==> src/kcl_pkg.sv <==
package kcl_pkg;

  localparam int DIGIT_W   = 4;
  localparam int SECRET_W  = 32;
  localparam int SLEN_W    = 4;
  localparam int MAX_SECRET = 8;
  localparam int TICK_W    = 16;
  localparam int FAIL_W    = 3;
  localparam int CMD_W     = 3;
  localparam int CFG_IDX_W = 3;

  localparam logic [CMD_W-1:0] CMD_DIGIT = 3'd0;
  localparam logic [CMD_W-1:0] CMD_CLEAR = 3'd1;
  localparam logic [CMD_W-1:0] CMD_OK    = 3'd2;
  localparam logic [CMD_W-1:0] CMD_TICK  = 3'd3;
  localparam logic [CMD_W-1:0] CMD_PUSH  = 3'd4;

  localparam logic [CFG_IDX_W-1:0] REG_SECRET_CODE   = 3'd0;
  localparam logic [CFG_IDX_W-1:0] REG_SECRET_LENGTH = 3'd1;
  localparam logic [CFG_IDX_W-1:0] REG_UNLOCK_TICKS  = 3'd2;
  localparam logic [CFG_IDX_W-1:0] REG_LOCKOUT_TICKS = 3'd3;
  localparam logic [CFG_IDX_W-1:0] REG_MAX_FAILURES  = 3'd4;

  localparam logic [SECRET_W-1:0] RST_SECRET_CODE   = 32'h0000_1234;
  localparam logic [SLEN_W-1:0]   RST_SECRET_LENGTH = 4'd4;
  localparam logic [TICK_W-1:0]   RST_UNLOCK_TICKS  = 16'd3000;
  localparam logic [TICK_W-1:0]   RST_LOCKOUT_TICKS = 16'd6000;
  localparam logic [FAIL_W-1:0]   RST_MAX_FAILURES  = 3'd3;

  typedef struct packed {
    logic [FAIL_W-1:0] failure_count;
    logic              code_wrong;
    logic [3:0]        entry_length;
    logic              keypad_locked_out;
    logic              door_unlocked;
  } kcl_result_t;

endpackage

==> src/kcl_match.sv <==
module kcl_match #(
  parameter int NCMP = 8,
  parameter int CW   = 4
) (
  input  logic [NCMP*kcl_pkg::DIGIT_W-1:0] entry_digits,
  input  logic [CW-1:0]                    entry_count,
  input  logic                             entry_overflow,
  input  logic [kcl_pkg::SECRET_W-1:0]     secret_code,
  input  logic [kcl_pkg::SLEN_W-1:0]       secret_length,
  output logic                             match
);
  import kcl_pkg::*;

  localparam int XW = (CW > SLEN_W) ? CW : SLEN_W;

  logic [SLEN_W-1:0] len;
  logic [NCMP-1:0]   diff;

  // length clamped to 1..8
  always_comb begin
    if (secret_length == '0) begin
      len = SLEN_W'(1);
    end else if (secret_length > SLEN_W'(MAX_SECRET)) begin
      len = SLEN_W'(MAX_SECRET);
    end else begin
      len = secret_length;
    end
  end

  for (genvar i = 0; i < NCMP; i++) begin : g_cmp
    logic [2:0]         sel;
    logic [DIGIT_W-1:0] want;
    assign sel  = 3'(len - SLEN_W'(1) - SLEN_W'(i));
    assign want = secret_code[{sel, 2'b00} +: DIGIT_W];
    assign diff[i] = (SLEN_W'(i) < len) &&
                     (entry_digits[i*DIGIT_W +: DIGIT_W] != want);
  end

  assign match = !entry_overflow && (XW'(entry_count) == XW'(len)) && (diff == '0);

endmodule

==> src/keypad_code_lock_top.sv <==
// Keypad code lock. Each input word is one event (digit, clear, OK, timer tick or
// inside push button) and yields exactly one result word with the door, lockout,
// entry length, wrong-code flag and failure count as they stand after that event.
// Input words are registered and processed once the result register is free or being
// read, so a stalled output also holds the input register; one word per cycle is
// sustained while out_tready stays high.
// Configuration writes are taken any time (cfg_ready is tied high) and are meant to
// happen while no word is in flight.
module keypad_code_lock_top #(
  parameter int MAX_DIGITS = 8
) (
  input  logic        clk,
  input  logic        rst_n,
  input  logic        in_tvalid,
  output logic        in_tready,
  input  logic [7:0]  in_tdata,   // [2:0] cmd, [6:3] key_digit, [7] zero
  output logic        out_tvalid,
  input  logic        out_tready,
  output logic [15:0] out_tdata,  // [0] door_unlocked, [1] keypad_locked_out,
                                  // [5:2] entry_length, [6] code_wrong,
                                  // [9:7] failure_count, [15:10] zero
  input  logic        cfg_valid,
  output logic        cfg_ready,
  input  logic [kcl_pkg::CFG_IDX_W-1:0] cfg_index,
  input  logic [kcl_pkg::SECRET_W-1:0]  cfg_data
);
  import kcl_pkg::*;

  localparam int CW   = $clog2(MAX_DIGITS + 1);
  localparam int IW   = (MAX_DIGITS > 1) ? $clog2(MAX_DIGITS) : 1;
  localparam int NCMP = (MAX_DIGITS < MAX_SECRET) ? MAX_DIGITS : MAX_SECRET;
  localparam int XW   = (CW > 4) ? CW : 4;

  // configuration
  logic [SECRET_W-1:0] secret_code_r;
  logic [SLEN_W-1:0]   secret_length_r;
  logic [TICK_W-1:0]   unlock_ticks_r;
  logic [TICK_W-1:0]   lockout_ticks_r;
  logic [FAIL_W-1:0]   max_failures_r;

  assign cfg_ready = 1'b1;

  always_ff @(posedge clk) begin
    if (!rst_n) begin
      secret_code_r   <= RST_SECRET_CODE;
      secret_length_r <= RST_SECRET_LENGTH;
      unlock_ticks_r  <= RST_UNLOCK_TICKS;
      lockout_ticks_r <= RST_LOCKOUT_TICKS;
      max_failures_r  <= RST_MAX_FAILURES;
    end else if (cfg_valid) begin
      unique case (cfg_index)
        REG_SECRET_CODE:   secret_code_r   <= cfg_data;
        REG_SECRET_LENGTH: secret_length_r <= cfg_data[SLEN_W-1:0];
        REG_UNLOCK_TICKS:  unlock_ticks_r  <= cfg_data[TICK_W-1:0];
        REG_LOCKOUT_TICKS: lockout_ticks_r <= cfg_data[TICK_W-1:0];
        REG_MAX_FAILURES:  max_failures_r  <= cfg_data[FAIL_W-1:0];
        default: ;
      endcase
    end
  end

  // input register
  logic               in_v_r;
  logic [CMD_W-1:0]   cmd_r;
  logic [DIGIT_W-1:0] digit_r;
  logic               adv;

  // result register
  logic        out_v_r;
  kcl_result_t res_r;
  kcl_result_t res_nxt;

  assign adv       = in_v_r && (!out_v_r || out_tready);
  assign in_tready = !in_v_r || adv;

  always_ff @(posedge clk) begin
    if (!rst_n) begin
      in_v_r <= 1'b0;
    end else if (in_tready) begin
      in_v_r <= in_tvalid;
    end
  end

  always_ff @(posedge clk) begin
    if (in_tready && in_tvalid) begin
      cmd_r   <= in_tdata[2:0];
      digit_r <= in_tdata[6:3];
    end
  end

  // lock state
  logic [DIGIT_W-1:0] digits_r [MAX_DIGITS];
  logic [CW-1:0]      count_r, count_nxt;
  logic               ovf_r, ovf_nxt;
  logic [FAIL_W-1:0]  failures_r, failures_nxt;
  logic               door_r, door_nxt;
  logic [TICK_W-1:0]  relock_r, relock_nxt;
  logic [TICK_W-1:0]  lockout_r, lockout_nxt;
  logic               wrong;

  logic [NCMP*DIGIT_W-1:0] digits_flat;
  logic                    match;
  logic                    keys_on;
  logic                    full;
  logic [FAIL_W-1:0]       fail_inc;
  logic [FAIL_W-1:0]       limit;
  logic [XW-1:0]           count_x;

  for (genvar i = 0; i < NCMP; i++) begin : g_flat
    assign digits_flat[i*DIGIT_W +: DIGIT_W] = digits_r[i];
  end

  kcl_match #(
    .NCMP (NCMP),
    .CW   (CW)
  ) u_match (
    .entry_digits   (digits_flat),
    .entry_count    (count_r),
    .entry_overflow (ovf_r),
    .secret_code    (secret_code_r),
    .secret_length  (secret_length_r),
    .match          (match)
  );

  assign keys_on  = (lockout_r == '0);
  assign full     = (count_r >= CW'(MAX_DIGITS));
  assign fail_inc = failures_r + FAIL_W'(1);
  assign limit    = (max_failures_r == '0) ? FAIL_W'(1) : max_failures_r;

  always_comb begin
    count_nxt    = count_r;
    ovf_nxt      = ovf_r;
    failures_nxt = failures_r;
    door_nxt     = door_r;
    relock_nxt   = relock_r;
    lockout_nxt  = lockout_r;
    wrong        = 1'b0;
    priority if (cmd_r == CMD_DIGIT && keys_on) begin
      if (!full) begin
        count_nxt = count_r + CW'(1);
      end else begin
        ovf_nxt = 1'b1;
      end
    end else if (cmd_r == CMD_CLEAR && keys_on) begin
      count_nxt = '0;
      ovf_nxt   = 1'b0;
    end else if (cmd_r == CMD_OK && keys_on) begin
      if (match) begin
        door_nxt   = 1'b1;
        relock_nxt = (unlock_ticks_r == '0) ? TICK_W'(1) : unlock_ticks_r;
      end else begin
        wrong        = 1'b1;
        count_nxt    = '0;
        ovf_nxt      = 1'b0;
        failures_nxt = fail_inc;
        // counter wrap also counts as reaching the limit
        if (fail_inc >= limit || fail_inc == '0) begin
          lockout_nxt  = (lockout_ticks_r == '0) ? TICK_W'(1) : lockout_ticks_r;
          door_nxt     = 1'b0;
          relock_nxt   = '0;
          failures_nxt = '0;
        end
      end
    end else if (cmd_r == CMD_TICK) begin
      if (relock_r != '0) begin
        relock_nxt = relock_r - TICK_W'(1);
        if (relock_r == TICK_W'(1)) begin
          door_nxt = 1'b0;
        end
      end
      if (lockout_r != '0) begin
        lockout_nxt = lockout_r - TICK_W'(1);
      end
    end else if (cmd_r == CMD_PUSH) begin
      door_nxt = 1'b1;
    end else begin
      // unknown command or key during lockout: no change
    end
  end

  always_ff @(posedge clk) begin
    if (!rst_n) begin
      count_r    <= '0;
      ovf_r      <= 1'b0;
      failures_r <= '0;
      door_r     <= 1'b0;
      relock_r   <= '0;
      lockout_r  <= '0;
    end else if (adv) begin
      count_r    <= count_nxt;
      ovf_r      <= ovf_nxt;
      failures_r <= failures_nxt;
      door_r     <= door_nxt;
      relock_r   <= relock_nxt;
      lockout_r  <= lockout_nxt;
    end
  end

  always_ff @(posedge clk) begin
    if (adv && cmd_r == CMD_DIGIT && keys_on && !full) begin
      digits_r[count_r[IW-1:0]] <= digit_r;
    end
  end

  // result word
  assign count_x = XW'(count_nxt);

  always_comb begin
    res_nxt.door_unlocked     = door_nxt;
    res_nxt.keypad_locked_out = (lockout_nxt != '0);
    res_nxt.entry_length      = (count_x > XW'(15)) ? 4'd15 : count_x[3:0];
    res_nxt.code_wrong        = wrong;
    res_nxt.failure_count     = failures_nxt;
  end

  always_ff @(posedge clk) begin
    if (!rst_n) begin
      out_v_r <= 1'b0;
    end else if (adv) begin
      out_v_r <= 1'b1;
    end else if (out_tready) begin
      out_v_r <= 1'b0;
    end
  end

  always_ff @(posedge clk) begin
    if (adv) begin
      res_r <= res_nxt;
    end
  end

  assign out_tvalid = out_v_r;
  assign out_tdata  = {6'd0, res_r};

`ifndef SYNTHESIS
  a_fail_clear_in_lockout: assert property (@(posedge clk) disable iff (!rst_n)
    (lockout_r != '0) |-> (failures_r == '0))
    else $error("failure count nonzero during lockout");

  a_count_bound: assert property (@(posedge clk) disable iff (!rst_n)
    count_r <= CW'(MAX_DIGITS))
    else $error("entry count above buffer depth");

  a_relock_door: assert property (@(posedge clk) disable iff (!rst_n)
    (relock_r != '0) |-> door_r)
    else $error("relock timer running with door locked");

  a_adv_result: assert property (@(posedge clk) disable iff (!rst_n)
    adv |=> out_v_r)
    else $error("processed word produced no result");
`endif

endmodule
==> config.mk <==
export PLATFORM = sky130hd
export DESIGN_NAME = keypad_code_lock_top
export DESIGN_NICKNAME = d
export VERILOG_FILES = /design/src/kcl_pkg.sv /design/src/kcl_match.sv /design/src/keypad_code_lock_top.sv
export SDC_FILE = /design/constraint.sdc
export NUM_CORES = 1
export LEC_CHECK = 0
export BUFFER_PORTS_ARGS = -buffer_cell sky130_fd_sc_hd__buf_2
export CAP_MARGIN = 20
export CORE_UTILIZATION = 55
export CTS_CLUSTER_DIAMETER = 60
export CTS_CLUSTER_SIZE = 14
export DETAILED_ROUTE_END_ITERATION = 10
export GPL_TIMING_DRIVEN = 0
export PLACE_DENSITY = 0.77
export SYNTH_ARGS = -nofsm -noshare
export SYNTH_HDL_FRONTEND = slang
export SYNTH_HIERARCHICAL = 1
export SYNTH_SLANG_ARGS = --single-unit
==> constraint.sdc <==
create_clock -name clk -period 5.07 [get_ports clk]
set_clock_uncertainty 0.15 [all_clocks]
set_input_delay 0.507 -clock clk [delete_from_list [all_inputs] [get_ports clk]]
set_output_delay 0.507 -clock clk [all_outputs]
set_load 0.02 [all_outputs]
# Word-level counts from Yosys, hierarchy flattened

Memory sizes are Yosys's and may differ from the RTL's.
Index checks and enable logic that the tools add are counted.

Register bits: 131
Memory bits (writable): 32
Bits of input ports: 48
Output and inout port bits: 19
Word-level logic and storage cells: 172
Memories kept: 1

Memories:

| memory   | words | bits a word | rd ports | clocked after memory_dff | write ports | RTL line                   | source |
|---|---|---|---|---|---|---|---|
| digits_r | 8     | 4           | 8        | 0                        | 1           | keypad_code_lock_top.sv:92 | `logic [DIGIT_W-1:0] digits_r [MAX_DIGITS];` |

Add/subtract/negate cells: 12
Order comparisons: 12
Equal/unequal tests: 21
Shift operators: 8
Muxes and demuxes: 46
Bitwise operators: 3
Reduce and logical (&&, ||, !) cells: 49

Operator list:

| kind                    | count |
|---|---|
| $shiftx A32 B6 Y4       | 8 |
| $mux W16                | 14 |
| $logic_not A16 Y1       | 3 |
| $reduce_bool A16 Y1     | 3 |
| $ne A4 B4 Y1            | 8 |
| $sub A16 B1 Y16 const B | 2 |
| $mux W4                 | 7 |
| $mux W1                 | 19 |
| $logic_and A1 B1 Y1     | 18 |
| $mux W3                 | 6 |
| $eq A16 B1 Y1 const B   | 1 |
| $lt A3 B4 Y1 const A    | 4 |
| $eq A3 B2 Y1 const B    | 4 |
| $logic_not A3 Y1        | 4 |
| $sub A3 B3 Y3 const B   | 4 |
| $reduce_and A2 Y1       | 5 |
| $gt A4 B4 Y1 const B    | 2 |
| $logic_not A8 Y1        | 1 |
| $lt A1 B4 Y1 const A    | 2 |
| $lt A2 B4 Y1 const A    | 2 |
| $eq A3 B1 Y1 const B    | 2 |
| $eq A3 B3 Y1 const B    | 2 |
| $reduce_and A6 Y1       | 1 |
| $reduce_bool A2 Y1      | 3 |
| other kinds (17)        | 26 |

# Longest topological paths before layout

Word-level depth: 15
Depth in mapped cells: 23
Gate-level depth less buffers: 18

# Cells and area by module

Netlist, hierarchy kept.

Modules (own cells, without submodules):

| module               | instances | cells each | area an instance (sq um) |
|---|---|---|---|
| keypad_code_lock_top | 1         | 824        | 7196.9 |
| kcl_match            | 1         | 222        | 2229.6 |

# Worst setup path after synthesis

Ideal clock, no wire load.

Kind: reg2reg
From: reg secret_length_r[0]
To: reg res_r, in the netlist out_tdata[1] (data pin)
Setup time: 259 ps
Data arrival time: 4826 ps
Slack: -165 ps
Stages on the path, launching flop included: 23
Path buffers: 4
Cells stage by stage: dfxtp_1 > buf_4 > o21ba_2 > nor2_4 > inv_2 > buf_2 > ha_1 > xnor2_4 > buf_6 > mux2i_1 > mux4_2 > xnor2_1 > o41ai_2 > a22oi_1 > nor4_2 > clkbuf_1 > nor2_1 > nand3_1 > nor2_1 > a211o_1 > nor4_1 > nand4_1 > o31a_1

RTL lines:

| item                     | RTL line                    | source |
|---|---|---|
| start: declaration       | keypad_code_lock_top.sv:36  | `logic [SLEN_W-1:0] secret_length_r;` |
| start signal: assignment | keypad_code_lock_top.sv:53  | `REG_SECRET_LENGTH: secret_length_r <= cfg_data[SLEN_W-1:0];` |
| end signal: assignment   | keypad_code_lock_top.sv:228 | `res_r <= res_nxt;` |
| end: declaration         | keypad_code_lock_top.sv:70  | `kcl_result_t res_r;` |

==> results.cfg <==
[yosys]
yosysWarningCount = 6
synth_edf_count = 49
synth_top_family_by_area = simple AND/OR/NAND/NOR gates
syn_inst = 1046
synth-seq-area-share_pct = 39.82
synth_flop_cell = dfxtp_1
synth_compound_area_share_pct = 13.58
syn-cell-area_sq_um = 9427
avgSynthCellArea_sq_um = 9.012
synthAdderAreaFrac_pct = 1.726
yosysMostFrequentCell = nand2_1
synthSimpleGateAreaFrac_pct = 20.95
async_flop_share_pct = 0
synth_area_leader_cell = dfxtp_1
netlist-cell-type-count = 76
synth_top_area_share_pct = 24.21
netlist_top_cells_area = dfxtp_1 (24%), edfxtp_1 (16%), mux2i_1 (8.2%)
synth_xor_xnor_area_share_pct = 4.208
synth_mux_area_share_pct = 14.99
synth_top_cells_by_count = nand2_1 (178), dfxtp_1 (114), a21oi_1 (106)
ys_ff_latch = 163

[global_routing]
grt_overflow = 0
grt.total_usage_pct = 32.30
grt_pass1_wl_microns = 43220
grt_antenna_before_repair = 0
grt_pass1_vias = 7958
grt_max_degree = 20

[setup_path]
reg2regPathDepth = 23
worstSetupPathType = reg2reg
crit_path_top_delay_cell = mux4_2
cp_cell_sequence = o21ba_4 -> nor2_4 -> clkinv_4 -> buf_12 -> ha_4 -> xnor2_4 -> buf_6 -> buf_4 -> buf_8 -> mux2i_1 -> mux4_2 -> xnor2_2 -> nor4_4 -> a22oi_2 -> nor4_4 -> clkbuf_8 -> nor3_4 -> buf_6 -> a21oi_4 -> nand4_1 -> a2111oi_2 -> nand4_1 -> o31a_1
timing.rr.end = out_tdata[1]
crit_path_end_kind = flop
critical_path.max_fanout = 8
critPathLaunchType = flop
crit_required_ns = 5.09
r2r_slack_ns = -0.18
arrival_ns = 5.27
slowest_delay_ns = 0.55
reg2reg_from = secret_length_r[1]

[timing]
slew_violations = 0
min_period_ns = 5.251
hold_ws_ns = 0.1098
relSlewSlack_pct = 31.16
rsz0062_at_grt = true
timing.fmax_mhz = 190.4
setup_viol = 7
worst_pin_slew_ns = 1.007
fin_ws_ns = -0.1810
finalCritPeriodShare_pct = 103.6
hold_violations = 0

[die]
die_area_sq_um = 17670
die_x_microns = 132.9
design.core.area_sq_um = 16640
die_height_microns = 132.9
start_util_pct = 56.64
ios = 67
rows = 47

[placed_design]
portBuffers = 57
dp_slack_ns = -1.065
globalplace.congestion = 0.9770
dp_hpwl_microns = 19920

[drt]
first_pass_iters = 5
ant_nets = 0
dr_total_vias = 8653
vias_per_cell = 6.203
drc = 0
routedWlPerCell_microns = 20.85
postRouteWirelength_microns = 29080
dr.first_iter.drc_count = 838

[power]
power.density_nw_per_um2 = 290.4
p_total_mw = 3.293
irDropWorstVdd_mv = 0.2286
leakagePower_nw = 4.395

[cts]
tritoncts = yes
cts_root_buffer = clkbuf_16
postCtsHoldBufs = 0
h-tree-depth = 4
cts_sinks = 163
clkTransAtPathRegs_ns = 0.06
numCtsBuffers = 17
worst_skew_pair.late_latency_ns = 0.42
clockBufferDepth = 2

[final_layout]
fillCellCount = 1262
final_nets = 1223
drive_gt1_share_pct = 21.96
regArea_sq_um = 3764
multiInputGateArea_sq_um = 5567
diodes = 0
syn2layout_area_growth_pct = 20.28
finish.utilization_pct = 68.13

[job]
maxCapViolations = 0

[run_status]
violations = setup timing
status = finished, violations left

[hold_path]
holdPathStages = 1
holdPathEnd = cmd_r[0]
hold_class = in2reg
hold_start = in_tdata[0]
## registers in the layout, indices dropped and copies added (netlist names)
register	flops
digits_r	32
secret_code_r	32
lockout_r	16
lockout_ticks_r	16
relock_r	16
unlock_ticks_r	16
out_tdata	10
count_r	4
digit_r	4
secret_length_r	4
cmd_r	3
failures_r	3
max_failures_r	3
door_r	1
in_v_r	1
out_tvalid	1
ovf_r	1
## worst max-delay path, delay by kind of cell (launching register included)
kind,cells,cell delay [ns]
AOI/OAI and AO/OA,5,0.91
xor gates and xnor gates,2,0.37
adders and majority gates,1,0.17
buffers and inverters,7,1.08
DFF,1,0.36
muxes,2,0.70
and+or+nand+nor,6,1.25
## how the worst max path moves through the flow
stage | from | endpoint | slack [ns] | cells after the start
after floorplan | secret_length_r[0] | out_tdata[1] | 0.03 | 22
after global placement | secret_length_r[3] | out_tdata[1] | -1.05 | 19
after detailed placement | secret_length_r[3] | out_tdata[1] | -1.07 | 19
after CTS | secret_length_r[1] | relock_r[14] | 0.00002 | 23
after global routing | secret_length_r[1] | out_tdata[1] | -0.32 | 23
final | secret_length_r[1] | out_tdata[1] | -0.18 | 23
## logic make-up (layout without fill, tap and decap cells)
group	after synthesis	in the layout
other	2	7
muxes	107	107
xor gates and xnor gates	41	41
DFF	163	163
AOI/OAI and AO/OA	212	212
buffers and inverters	93	217
and+or+nand+nor	415	415
adders and majority gates	13	13
## metrics by stage
stage	TNS (ns)	instance area (sq um)	cells
after floorplan	0	9449	1051
after global placement	-24.94	10010	1328
after detailed placement	-26.45	10010	1328
after CTS	0	10990	1378
after global routing	-3.041	11340	1395
final	-0.4138	11340	1395
## routing by layer
| layer | GRT usage, % | up-vias | wire, microns |
|---|---|---|---|
| met5 | 0 | - | 0 |
| met4 | 17.94 | 0 | 1872 |
| met2 | 54.68 | 499 | 13970 |
| met3 | 5.364 | 119 | 2156 |
| met1 | 39.10 | 4047 | 11080 |
| li1 | - | 3988 | - |
## power by group
group	switching [mW]	leakage (nW)	internal [mW]
registers	0.0431	1.38	1.38
logic	0.312	2.72	0.227
clock network	0.522	0.297	0.813
total	0.877	4.40	2.42
## repair_timing
item | in CTS | in global routing
resized for setup | 49 | 70
gates cloned | 2 | 2
pin swaps | 8 | 31
setup buffers | 17 | 19
setup endpoints to repair | 50 | 32
## final cells by class
class | count | share of cell area, %
multi-input cells | 795 | 49.10
flip-flops and latches | 163 | 33.19
repair buffers | 96 | 5.440
clock buffers | 25 | 4.580
plain buffers | 64 | 3.542
well taps | 220 | 2.428
inverters | 25 | 0.8938
clock inverters | 7 | 0.8276
## placed cells by master, fill, tap and decap left out, types with 13 or more instances in the layout
cell type and n:
mux2i_1 73, o21ai_0 25, a21oi_1 99, buf_2 61, xnor2_1 20, nand2_1 178
clkbuf_1 38, edfxtp_1 49, mux4_2 27, dfxtp_1 110, nor3_1 31, nor2_1 81
clkbuf_16 19, buf_4 41, nand2b_1 13, inv_1 21, nand3_1 32
No activity file was read; power rests on OpenSTA's default activity.
